$ cat src/rtl/dts_pkg.sv
// dts_pkg: widths, calendar constants and lookup functions for the
// date-to-seconds converter. No dependencies; used by all rtl files.

package dts_pkg;

  // field widths of one date item and one result item
  localparam int unsigned YEAR_W   = 12;
  localparam int unsigned MONTH_W  = 4;
  localparam int unsigned DAY_W    = 5;
  localparam int unsigned HOUR_W   = 5;
  localparam int unsigned MINUTE_W = 6;
  localparam int unsigned SECOND_W = 6;
  localparam int unsigned TOTAL_W  = 33;

  // calendar range
  localparam int unsigned END_YEAR   = 2170;
  localparam int unsigned FIRST_YEAR = 2001;
  localparam int unsigned BASE_YEAR  = 2000;

  localparam int unsigned DAYS_PER_YEAR = 365;
  localparam int unsigned SECS_PER_DAY  = 86400;
  localparam int unsigned SECS_PER_HOUR = 3600;
  localparam int unsigned SECS_PER_MIN  = 60;
  localparam int unsigned MAX_HOUR      = 24;
  localparam int unsigned MAX_MINUTE    = 60;
  localparam int unsigned MAX_SECOND    = 60;
  localparam int unsigned MAX_MONTH     = 12;
  localparam int unsigned FEB           = 2;

  // elapsed whole years since the base year, at most END_YEAR - BASE_YEAR
  localparam int unsigned YY_W = $clog2(END_YEAR - BASE_YEAR + 1);
  // elapsed whole days, including the current partial year
  localparam int unsigned DAYS_MAX = (END_YEAR - BASE_YEAR + 1) * 366 + 31;
  localparam int unsigned DAYS_W   = $clog2(DAYS_MAX + 1);
  // seconds within a day, up to 24:60:60
  localparam int unsigned TOD_MAX = MAX_HOUR * SECS_PER_HOUR + MAX_MINUTE * SECS_PER_MIN
                                    + MAX_SECOND;
  localparam int unsigned TOD_W   = $clog2(TOD_MAX + 1);
  localparam int unsigned SPD_W   = $clog2(SECS_PER_DAY + 1);
  localparam int unsigned PROD_W  = DAYS_W + SPD_W + 1;

  // days-of-year width, used by days_before
  localparam int unsigned DOY_W = 9;

  // non-leap century years; only CENT_A is inside the supported range
  localparam int unsigned CENT_A = 2100;
  localparam int unsigned CENT_B = 2200;
  localparam int unsigned CENT_C = 2300;

  // reciprocal of 100 as 41 / 4096, exact for values below 512
  localparam int unsigned RECIP100_MUL = 41;
  localparam int unsigned RECIP100_SH  = 12;
  localparam int unsigned QUAD_CENT    = 400;

  // working values carried from the first to the second stage
  typedef struct packed {
    logic              date_ok;
    logic [DAYS_W-1:0] days;
    logic [TOD_W-1:0]  tod;
  } dts_mid_t;

  // days before the start of a month index in a common year
  function automatic logic [DOY_W-1:0] days_before(input logic [MONTH_W-1:0] idx);
    logic [DOY_W-1:0] d;
    case (idx)
      4'd0:    d = 9'd0;
      4'd1:    d = 9'd31;
      4'd2:    d = 9'd59;
      4'd3:    d = 9'd90;
      4'd4:    d = 9'd120;
      4'd5:    d = 9'd151;
      4'd6:    d = 9'd181;
      4'd7:    d = 9'd212;
      4'd8:    d = 9'd243;
      4'd9:    d = 9'd273;
      4'd10:   d = 9'd304;
      4'd11:   d = 9'd334;
      4'd12:   d = 9'd365;
      default: d = 9'd0;
    endcase
    return d;
  endfunction

  // month length in the given year, zero for month zero and beyond december
  function automatic logic [DAY_W-1:0] month_len(input logic [MONTH_W-1:0] m,
                                                 input logic leap);
    logic [DAY_W-1:0] n;
    case (m)
      4'd1, 4'd3, 4'd5, 4'd7, 4'd8, 4'd10, 4'd12: n = 5'd31;
      4'd4, 4'd6, 4'd9, 4'd11:                     n = 5'd30;
      4'd2:    n = leap ? 5'd29 : 5'd28;
      default: n = 5'd0;
    endcase
    return n;
  endfunction

  // gregorian leap test, exact for every year of the accepted range
  function automatic logic is_leap(input logic [YEAR_W-1:0] y);
    return (y[1:0] == 2'b00) && (y != YEAR_W'(CENT_A)) && (y != YEAR_W'(CENT_B))
           && (y != YEAR_W'(CENT_C));
  endfunction

  // v / 100 by reciprocal multiply
  function automatic logic [YY_W-1:0] div100(input logic [YY_W-1:0] v);
    logic [YY_W+6:0] p;
    p = (YY_W+7)'(v) * (YY_W+7)'(RECIP100_MUL);
    return YY_W'(p >> RECIP100_SH);
  endfunction

  // v / 400, which is zero or one below 512
  function automatic logic [YY_W-1:0] div400(input logic [YY_W-1:0] v);
    return YY_W'(32'(v) >= 32'(QUAD_CENT));
  endfunction

endpackage

$ cat src/rtl/dts_if.sv
// dts_item_if, dts_result_if: valid/ready channels for date items and
// second counts. Depends on dts_pkg for field widths.

interface dts_item_if;
  logic                             valid;
  logic                             ready;
  logic [dts_pkg::YEAR_W-1:0]       year;
  logic [dts_pkg::MONTH_W-1:0]      month;
  logic [dts_pkg::DAY_W-1:0]        day;
  logic [dts_pkg::HOUR_W-1:0]       hour;
  logic [dts_pkg::MINUTE_W-1:0]     minute;
  logic [dts_pkg::SECOND_W-1:0]     second;

  modport source (output valid, year, month, day, hour, minute, second, input ready);
  modport sink   (input valid, year, month, day, hour, minute, second, output ready);
endinterface

interface dts_result_if;
  logic                         valid;
  logic                         ready;
  logic [dts_pkg::TOTAL_W-1:0]  total_seconds;
  logic                         date_valid;

  modport source (output valid, total_seconds, date_valid, input ready);
  modport sink   (input valid, total_seconds, date_valid, output ready);
endinterface

$ cat src/rtl/date_to_seconds_since_2000.sv
// date_to_seconds_since_2000: top level of the date-to-seconds converter.
// Depends on dts_pkg and the channel interfaces in dts_if.sv.
//
// Usage
//   item   : sink channel, one date (year, month, day, hour, minute, second)
//            per transfer.
//   result : source channel, one result per date: total_seconds counted from
//            the start of 2001 and date_valid; an invalid date gives zero
//            with date_valid low.
//   Path: each item passes through the stages in order (input
//   register, day/time-of-day stage, output register holding the
//   day-to-seconds product); result.valid rises when it reaches the
//   output register.
//   Throughput: one date per cycle unless stalled; each stage holds one item
//   and moves on whenever the stage after it is empty or moving.
//   Stall: when result.ready is low the output register holds its item and
//   the stages before it keep filling; item.ready drops once all three hold
//   an item. Up to three items may be in flight.
//   Reset: rst (synchronous) empties all stages; no result is shown until a
//   new item is taken.

module date_to_seconds_since_2000 (
  input  logic                clk,
  input  logic                rst,
  dts_item_if.sink            item,
  dts_result_if.source        result
);

  // stage 1: input register
  logic                                s1_valid;
  logic [dts_pkg::YEAR_W-1:0]          s1_year;
  logic [dts_pkg::MONTH_W-1:0]         s1_month;
  logic [dts_pkg::DAY_W-1:0]           s1_day;
  logic [dts_pkg::HOUR_W-1:0]          s1_hour;
  logic [dts_pkg::MINUTE_W-1:0]        s1_minute;
  logic [dts_pkg::SECOND_W-1:0]        s1_second;

  // stage 2: elapsed days and time of day
  logic                                s2_valid;
  dts_pkg::dts_mid_t                   s2;
  dts_pkg::dts_mid_t                   s2_next;

  // stage 3: output register
  logic                                s3_valid;
  logic [dts_pkg::TOTAL_W-1:0]         s3_total;
  logic                                s3_ok;
  logic [dts_pkg::TOTAL_W-1:0]         s3_total_next;

  logic adv1, adv2, adv3;

  // stage advance chain
  assign adv3 = !s3_valid || result.ready;
  assign adv2 = !s2_valid || adv3;
  assign adv1 = !s1_valid || adv2;
  assign item.ready = adv1;

  // stage valids
  always_ff @(posedge clk) begin
    if (rst) begin
      s1_valid <= 1'b0;
      s2_valid <= 1'b0;
      s3_valid <= 1'b0;
    end else begin
      if (adv1) s1_valid <= item.valid;
      if (adv2) s2_valid <= s1_valid;
      if (adv3) s3_valid <= s2_valid;
    end
  end

  // input capture
  always_ff @(posedge clk) begin
    if (adv1) begin
      s1_year   <= item.year;
      s1_month  <= item.month;
      s1_day    <= item.day;
      s1_hour   <= item.hour;
      s1_minute <= item.minute;
      s1_second <= item.second;
    end
  end

  // validation, elapsed days and seconds within the day
  logic                          leap;
  logic                          ok;
  logic [dts_pkg::YY_W-1:0]      yy;
  logic [dts_pkg::DAYS_W-1:0]    days_y;
  logic [dts_pkg::MONTH_W-1:0]   mc;
  logic                          leap_add;

  always_comb begin
    leap = dts_pkg::is_leap(s1_year);

    ok = 1'b1;
    if (s1_year < dts_pkg::YEAR_W'(dts_pkg::FIRST_YEAR) ||
        s1_year > dts_pkg::YEAR_W'(dts_pkg::END_YEAR)) ok = 1'b0;
    if (s1_month > dts_pkg::MONTH_W'(dts_pkg::MAX_MONTH)) ok = 1'b0;
    if (s1_day > dts_pkg::month_len(s1_month, leap)) ok = 1'b0;
    if (s1_hour > dts_pkg::HOUR_W'(dts_pkg::MAX_HOUR) ||
        s1_minute > dts_pkg::MINUTE_W'(dts_pkg::MAX_MINUTE) ||
        s1_second > dts_pkg::SECOND_W'(dts_pkg::MAX_SECOND)) ok = 1'b0;
    if (s1_day == '0 && (s1_hour != '0 || s1_minute != '0 || s1_second != '0)) ok = 1'b0;
    if (s1_hour == '0 && (s1_minute != '0 || s1_second != '0)) ok = 1'b0;
    if (s1_minute == '0 && s1_second != '0) ok = 1'b0;

    // the named year counts in full only when the month is zero
    if (s1_month != '0) begin
      yy = dts_pkg::YY_W'(s1_year - dts_pkg::YEAR_W'(dts_pkg::FIRST_YEAR));
    end else begin
      yy = dts_pkg::YY_W'(s1_year - dts_pkg::YEAR_W'(dts_pkg::BASE_YEAR));
    end

    days_y = dts_pkg::DAYS_W'(yy) * dts_pkg::DAYS_W'(dts_pkg::DAYS_PER_YEAR)
           + dts_pkg::DAYS_W'(yy >> 2)
           - dts_pkg::DAYS_W'(dts_pkg::div100(yy))
           + dts_pkg::DAYS_W'(dts_pkg::div400(yy));

    // whole months elapsed in the current year
    if (s1_day == '0 || s1_month == '0) begin
      mc = s1_month;
    end else begin
      mc = s1_month - dts_pkg::MONTH_W'(1);
    end
    leap_add = leap && (mc >= dts_pkg::MONTH_W'(dts_pkg::FEB));

    s2_next.date_ok = ok;
    s2_next.days = days_y + dts_pkg::DAYS_W'(dts_pkg::days_before(mc))
                 + dts_pkg::DAYS_W'(leap_add) + dts_pkg::DAYS_W'(s1_day);
    s2_next.tod  = dts_pkg::TOD_W'(s1_hour) * dts_pkg::TOD_W'(dts_pkg::SECS_PER_HOUR)
                 + dts_pkg::TOD_W'(s1_minute) * dts_pkg::TOD_W'(dts_pkg::SECS_PER_MIN)
                 + dts_pkg::TOD_W'(s1_second);
  end

  always_ff @(posedge clk) begin
    if (adv2) s2 <= s2_next;
  end

  // days to seconds, forced to zero for an invalid date
  logic [dts_pkg::PROD_W-1:0] prod;

  always_comb begin
    prod = dts_pkg::PROD_W'(s2.days) * dts_pkg::PROD_W'(dts_pkg::SECS_PER_DAY)
         + dts_pkg::PROD_W'(s2.tod);
    s3_total_next = s2.date_ok ? dts_pkg::TOTAL_W'(prod) : '0;
  end

  always_ff @(posedge clk) begin
    if (adv3) begin
      s3_total <= s3_total_next;
      s3_ok    <= s2.date_ok;
    end
  end

  // result channel
  assign result.valid         = s3_valid;
  assign result.total_seconds = s3_total;
  assign result.date_valid    = s3_ok;

endmodule

$ cat src/flat_wrapper.sv
// flat-port wrapper written by rule: the top's interface ports become plain ports
module date_to_seconds_since_2000_flat 
  (clk, rst, item_valid, item_year, item_month, item_day, item_hour, item_minute, item_second, item_ready, result_valid, result_total_seconds, result_date_valid, result_ready);
  dts_item_if item_i ();
  dts_result_if result_i ();
  input  logic clk;
  input  logic rst;
  input wire logic [$bits(item_i.valid)-1:0] item_valid;
  input wire logic [$bits(item_i.year)-1:0] item_year;
  input wire logic [$bits(item_i.month)-1:0] item_month;
  input wire logic [$bits(item_i.day)-1:0] item_day;
  input wire logic [$bits(item_i.hour)-1:0] item_hour;
  input wire logic [$bits(item_i.minute)-1:0] item_minute;
  input wire logic [$bits(item_i.second)-1:0] item_second;
  output wire logic [$bits(item_i.ready)-1:0] item_ready;
  output wire logic [$bits(result_i.valid)-1:0] result_valid;
  output wire logic [$bits(result_i.total_seconds)-1:0] result_total_seconds;
  output wire logic [$bits(result_i.date_valid)-1:0] result_date_valid;
  input wire logic [$bits(result_i.ready)-1:0] result_ready;
  assign item_i.valid = item_valid;
  assign item_i.year = item_year;
  assign item_i.month = item_month;
  assign item_i.day = item_day;
  assign item_i.hour = item_hour;
  assign item_i.minute = item_minute;
  assign item_i.second = item_second;
  assign item_ready = item_i.ready;
  assign result_valid = result_i.valid;
  assign result_total_seconds = result_i.total_seconds;
  assign result_date_valid = result_i.date_valid;
  assign result_i.ready = result_ready;
  date_to_seconds_since_2000 u_core (.clk(clk), .rst(rst), .item(item_i), .result(result_i));
endmodule
$ cat config.mk
export PLATFORM = sky130hd
export DESIGN_NAME = date_to_seconds_since_2000_flat
export DESIGN_NICKNAME = d
export VERILOG_FILES = /design/src/rtl/dts_pkg.sv /design/src/rtl/dts_if.sv /design/src/rtl/date_to_seconds_since_2000.sv /design/src/flat_wrapper.sv
export SDC_FILE = /design/constraint.sdc
export NUM_CORES = 1
export LEC_CHECK = 0
export CAP_MARGIN = 20
export CORE_MARGIN = 5
export CORE_UTILIZATION = 55
export DETAILED_ROUTE_END_ITERATION = 8
export DONT_BUFFER_PORTS = 1
export MAX_ROUTING_LAYER = met4
export PLACE_DENSITY = 0.7
export RECOVER_POWER = 25
export SETUP_SLACK_MARGIN = 0.05
export SYNTH_ARGS = -nofsm -noshare
export SYNTH_HDL_FRONTEND = slang
export SYNTH_SLANG_ARGS = --single-unit
$ cat constraint.sdc
create_clock -name clk -period 18.6 [get_ports clk]
set_clock_uncertainty 0.2 [all_clocks]
set_input_delay 0 -clock clk [delete_from_list [all_inputs] [get_ports clk]]
set_output_delay 0 -clock clk [all_outputs]
set_load 0.02 [all_outputs]
==> results.txt <==
- Of all flip-flops after synthesis, the portion carrying an async set or reset was 0%.
- In this run the critical register-to-register path is launched from u_core.s1_month[0]$_DFFE_PP_.
- Residual DRC: 0
* Effective utilization at floorplan: 55.8%
* Number of global-route vias before repair: 8410
* Standard cell with the maximum stage delay on the critical path: sky130_fd_sc_hd__a21boi_0
- The endpoint identified for the worst register-to-register timing path is u_core.s2[31]$_DFFE_PP_.
* Worst setup slack after placement: 9.56 ns
* Total negative slack for setup checks: 0 ns
* Slack of the worst reg-to-reg path: 9.51 ns
* Total global-route track usage: 18.8%
* Yosys top cell area share: 25.2%
- Die width: 162 um
- Avg Inst Size Synth: 10.1 um^2
- By startpoint and endpoint, the worst setup path is classified as reg2reg.
- Register bit count reported by yosys: 109
* Antenna violations before repair: 0
* Delay of the slowest cell on the worst path: 0.74 ns
- Worst endpoint data arrival time: 8.99 ns
* Layout cells sized above 1: 3.77%
- Root cell of the clock tree: sky130_fd_sc_hd__clkbuf_16
- ANT cells: 0
- The die covers 0.0261 mm^2.
- Clock latency on the worst-skew pair, taken at its later pin, is 0.36 ns.
- Synthesis instantiated 80 different standard cells from the library.
* First-pass GRT wire length: 39400 um
- Type of destination of the critical path: flop
- Once layout is done, the placed cells without fillers occupy 0.0137 mm^2.
* Initial drt markers: 343
* PnR worst setup slack: 9.51 ns
* ANT nets after route: 0
- In this run the cell area measured after placement is 0.0130 mm^2.
* TritonRoute pass-1 iters: 5
- Setup Viol. Count Final: 0
- Number of CTS-inserted buffers: 9
- Hold Path Sink: u_core.s1_second[4]$_DFFE_PP_
- Site row count: 55
- Transition time at the pin with the least slew margin: 0.921 ns
- In the final design database the tool counted 1670 nets.
- The final critical path takes up 48.9% of the cycle.
- Floorplan die height: 162 um
- For this run, the leading register cell type out of synthesis is sky130_fd_sc_hd__edfxtp_1.
* Worst max-slew margin expressed relative to the limit: 38.1%
- After legalization and detailed placement, the total HPWL measured 18900 um.
- Post-synthesis instance total: 1249
- Buffers added to address setup during post-CTS repair amount to 0.
* Clk pin slew, worst setup/hold paths: 0.08 ns
- Cell mode on critical path: sky130_fd_sc_hd__ha_1
* Placeable core area: 0.0226 mm^2
- Last weighted congestion value of the routability-driven placer: 0.886
- Min-Delay Path Class: in2reg
- Ranked by total cell area, the synthesized netlist is headed by sky130_fd_sc_hd__edfxtp_1 25%, sky130_fd_sc_hd__ha_1 25%, sky130_fd_sc_hd__fa_1 14%.
- After detailed routing, the total wire length is 22800 um.
- Instance count along the most critical hold path: 1
* Number of vias per cell: 5.37
- Along the worst path, the maximum fanout reaches 6.
- Hold violation count in the final report: 0
* HP Start: item_second[4]
- Library cell with the largest summed area after synthesis: sky130_fd_sc_hd__edfxtp_1
- Setup repair after global routing missed its margin: no
* Pin count of the biggest net entering global routing: 40
- Startpoint kind of the worst setup timing path: flop
- During placement, the flow inserted port buffers numbering 0.
- When the netlist entered floorplanning its net count stood at 1625.
- Sequential fraction of the synthesis area: 25.7%
* Clock period minus final worst setup slack: 9.09 ns
- Counting along the longest clock path gives a buffer depth of 2.
* Routed wire per std cell: 14.4 um
- Static timing analysis puts the maximum clock frequency at 110 MHz.
* TritonCTS clock tree: built
* Overall overflow remaining after global route: 0
- CTS H-tree lvls: 3
- Final-report max-slew violation count: 0
- Reported max-cap violation count: 0
* Number of I/O pins: 78
- Number of cells on the worst reg-to-reg path: 35
- Yosys synthesis warning count: 0
* Data required time at the worst endpoint: 18.50 ns
- Mapped Area: 0.0126 mm^2
- Clock tree synthesis found a total of 109 sinks.
- Compared with the post-synthesis result, the final layout area differs by 8.37%.
* Via Count: 8510
- Result of the run: complete, no violations
- # fillers: 1844
* Post-cts sizing count: 0
* Count of flip-flops with a built-in enable after synthesis: 106
- In this run, post-CTS hold repair placed 43 buffers.
==> cell usage after synthesis (all sizes together), types with 3 or more instances <==
| cell type | n |
|---|---|
| a2111oi | 3 |
| a211oi | 14 |
| a21boi | 5 |
| a21o | 22 |
| a21oi | 69 |
| a31oi | 5 |
| and2 | 21 |
| and3 | 7 |
| buf | 5 |
| clkbuf | 7 |
| dfxtp | 3 |
| edfxtp | 106 |
| fa | 86 |
| ha | 248 |
| inv | 230 |
| mux2i | 4 |
| nand2 | 58 |
| nand2b | 10 |
| nand3 | 23 |
| nand4 | 5 |
| nor2 | 65 |
| nor2b | 12 |
| nor3 | 20 |
| nor3b | 3 |
| nor4b | 3 |
| o2111ai | 4 |
| o211ai | 7 |
| o21a | 11 |
| o21ai | 29 |
| o21bai | 10 |
| o22ai | 4 |
| o311ai | 5 |
| o31a | 3 |
| o31ai | 5 |
| o41ai | 3 |
| or2 | 7 |
| or3 | 8 |
| or4 | 6 |
| xnor2 | 67 |
| xor2 | 21 |
==> through the flow <==
stage,cells,utilization [%],hold WS (ns)
2_1_floorplan,1249,-,-0.128
3_3_place_gp,1525,57.3,-0.125
4_1_cts,1584,60.5,0.0424
3_5_place_dp,1525,57.3,-0.125
5_1_grt,1584,60.5,0.0479
6_report,1584,60.5,0.0602
==> worst max-delay path: cells and delay by family (launching register included) <==
kind | cells | cell delay (ns)
adders and majority gates | 11 | 3.58
DFF | 1 | 0.47
buffers and inverters | 3 | 0.23
and+or+nand+nor | 6 | 1.13
xor gates and xnor gates | 2 | 0.27
AOI/OAI and AO/OA | 13 | 2.94
==> worst max-delay path by stage <==
| stage | from | endpoint | slack (ns) | depth (start not counted) |
|---|---|---|---|---|
| after CTS | u_core.s1_month[0]$_DFFE_PP_ | u_core.s2[31]$_DFFE_PP_ | 9.53 | 35 |
| final | u_core.s1_month[0]$_DFFE_PP_ | u_core.s2[31]$_DFFE_PP_ | 9.51 | 35 |
| after global routing | u_core.s1_month[0]$_DFFE_PP_ | u_core.s2[31]$_DFFE_PP_ | 8.92 | 35 |
| after global placement | u_core.s1_month[0]$_DFFE_PP_ | u_core.s2[31]$_DFFE_PP_ | 9.75 | 36 |
| after detailed placement | u_core.s1_month[0]$_DFFE_PP_ | u_core.s2[31]$_DFFE_PP_ | 9.56 | 35 |
| after floorplan | u_core.s1_month[0]$_DFFE_PP_ | u_core.s2[31]$_DFFE_PP_ | 10.27 | 36 |
==> final cells by class <==
type | instances | area [um^2] | area share [%]
multi-input cells | 898 | 8480 | 61.9
flip-flops and latches | 109 | 3240 | 23.7
inverters | 230 | 863 | 6.30
repair buffers | 46 | 453 | 3.31
well taps | 285 | 357 | 2.60
clock buffers | 10 | 239 | 1.75
clock inverters | 6 | 56.3 | 0.411
==> flip-flops by register name, summed over array words and instances (netlist names) <==
register / flops
u_core.s1_hour: 5
u_core.s1_month: 4
u_core.result.date_valid: 1
u_core.s1_day: 5
u_core.s2_valid: 1
u_core.s2: 34
u_core.s1_minute: 6
u_core.result.total_seconds: 33
u_core.s1_year: 12
u_core.s1_valid: 1
u_core.result.valid: 1
u_core.s1_second: 6
==> routing by layer <==
metal  global-route usage [%]  wire length, um  part of all wire [%]
met1                     23.1            10400                    46
met2                     33.4            11600                    51
met3                     2.45              581                   2.5
met4                     4.03              222                  0.97
met5                        -                0                     0
==> kinds of logic (layout without fill, tap and decap cells) <==
| family | Yosys count | count (layout) | share of synthesized area (%) |
|---|---|---|---|
| buf+inv | 242 | 292 | 7.23 |
| flops | 109 | 109 | 25.7 |
| simple gates | 257 | 257 | 10.6 |
| fa+ha+maj | 334 | 334 | 38.2 |
| mux | 5 | 5 | 0.406 |
| xor+xnor | 88 | 88 | 6.10 |
| compound gates | 214 | 214 | 11.9 |
==> placed cells by master (no fill, tap or decap), types with 4 or more instances in the layout <==
master,n
sky130_fd_sc_hd__o2111ai_1,4
sky130_fd_sc_hd__dlygate4sd3_1,43
sky130_fd_sc_hd__a31oi_1,5
sky130_fd_sc_hd__nand2_1,56
sky130_fd_sc_hd__o211ai_1,5
sky130_fd_sc_hd__a21o_1,22
sky130_fd_sc_hd__mux2i_1,4
sky130_fd_sc_hd__xor2_1,21
sky130_fd_sc_hd__ha_1,248
sky130_fd_sc_hd__or3_1,8
sky130_fd_sc_hd__a211oi_1,12
sky130_fd_sc_hd__nor2b_1,12
sky130_fd_sc_hd__edfxtp_1,106
sky130_fd_sc_hd__and3_1,7
sky130_fd_sc_hd__o21a_1,11
sky130_fd_sc_hd__nand4_1,5
sky130_fd_sc_hd__o22ai_1,4
sky130_fd_sc_hd__inv_1,229
sky130_fd_sc_hd__fa_1,86
sky130_fd_sc_hd__nand3_1,22
sky130_fd_sc_hd__xnor2_1,67
sky130_fd_sc_hd__a21boi_0,4
sky130_fd_sc_hd__nor3_1,19
sky130_fd_sc_hd__a21oi_1,67
sky130_fd_sc_hd__clkbuf_16,9
sky130_fd_sc_hd__or2_2,7
sky130_fd_sc_hd__nand2b_1,10
sky130_fd_sc_hd__and2_1,21
sky130_fd_sc_hd__o21bai_1,10
sky130_fd_sc_hd__o21ai_0,26
sky130_fd_sc_hd__o31ai_1,5
sky130_fd_sc_hd__or4_1,6
sky130_fd_sc_hd__nor2_1,65
sky130_fd_sc_hd__o311ai_0,4
Power is left out: the tool's default activity adds up to more than one toggle a clock period on the data nets, which glitch-free logic cannot reach.
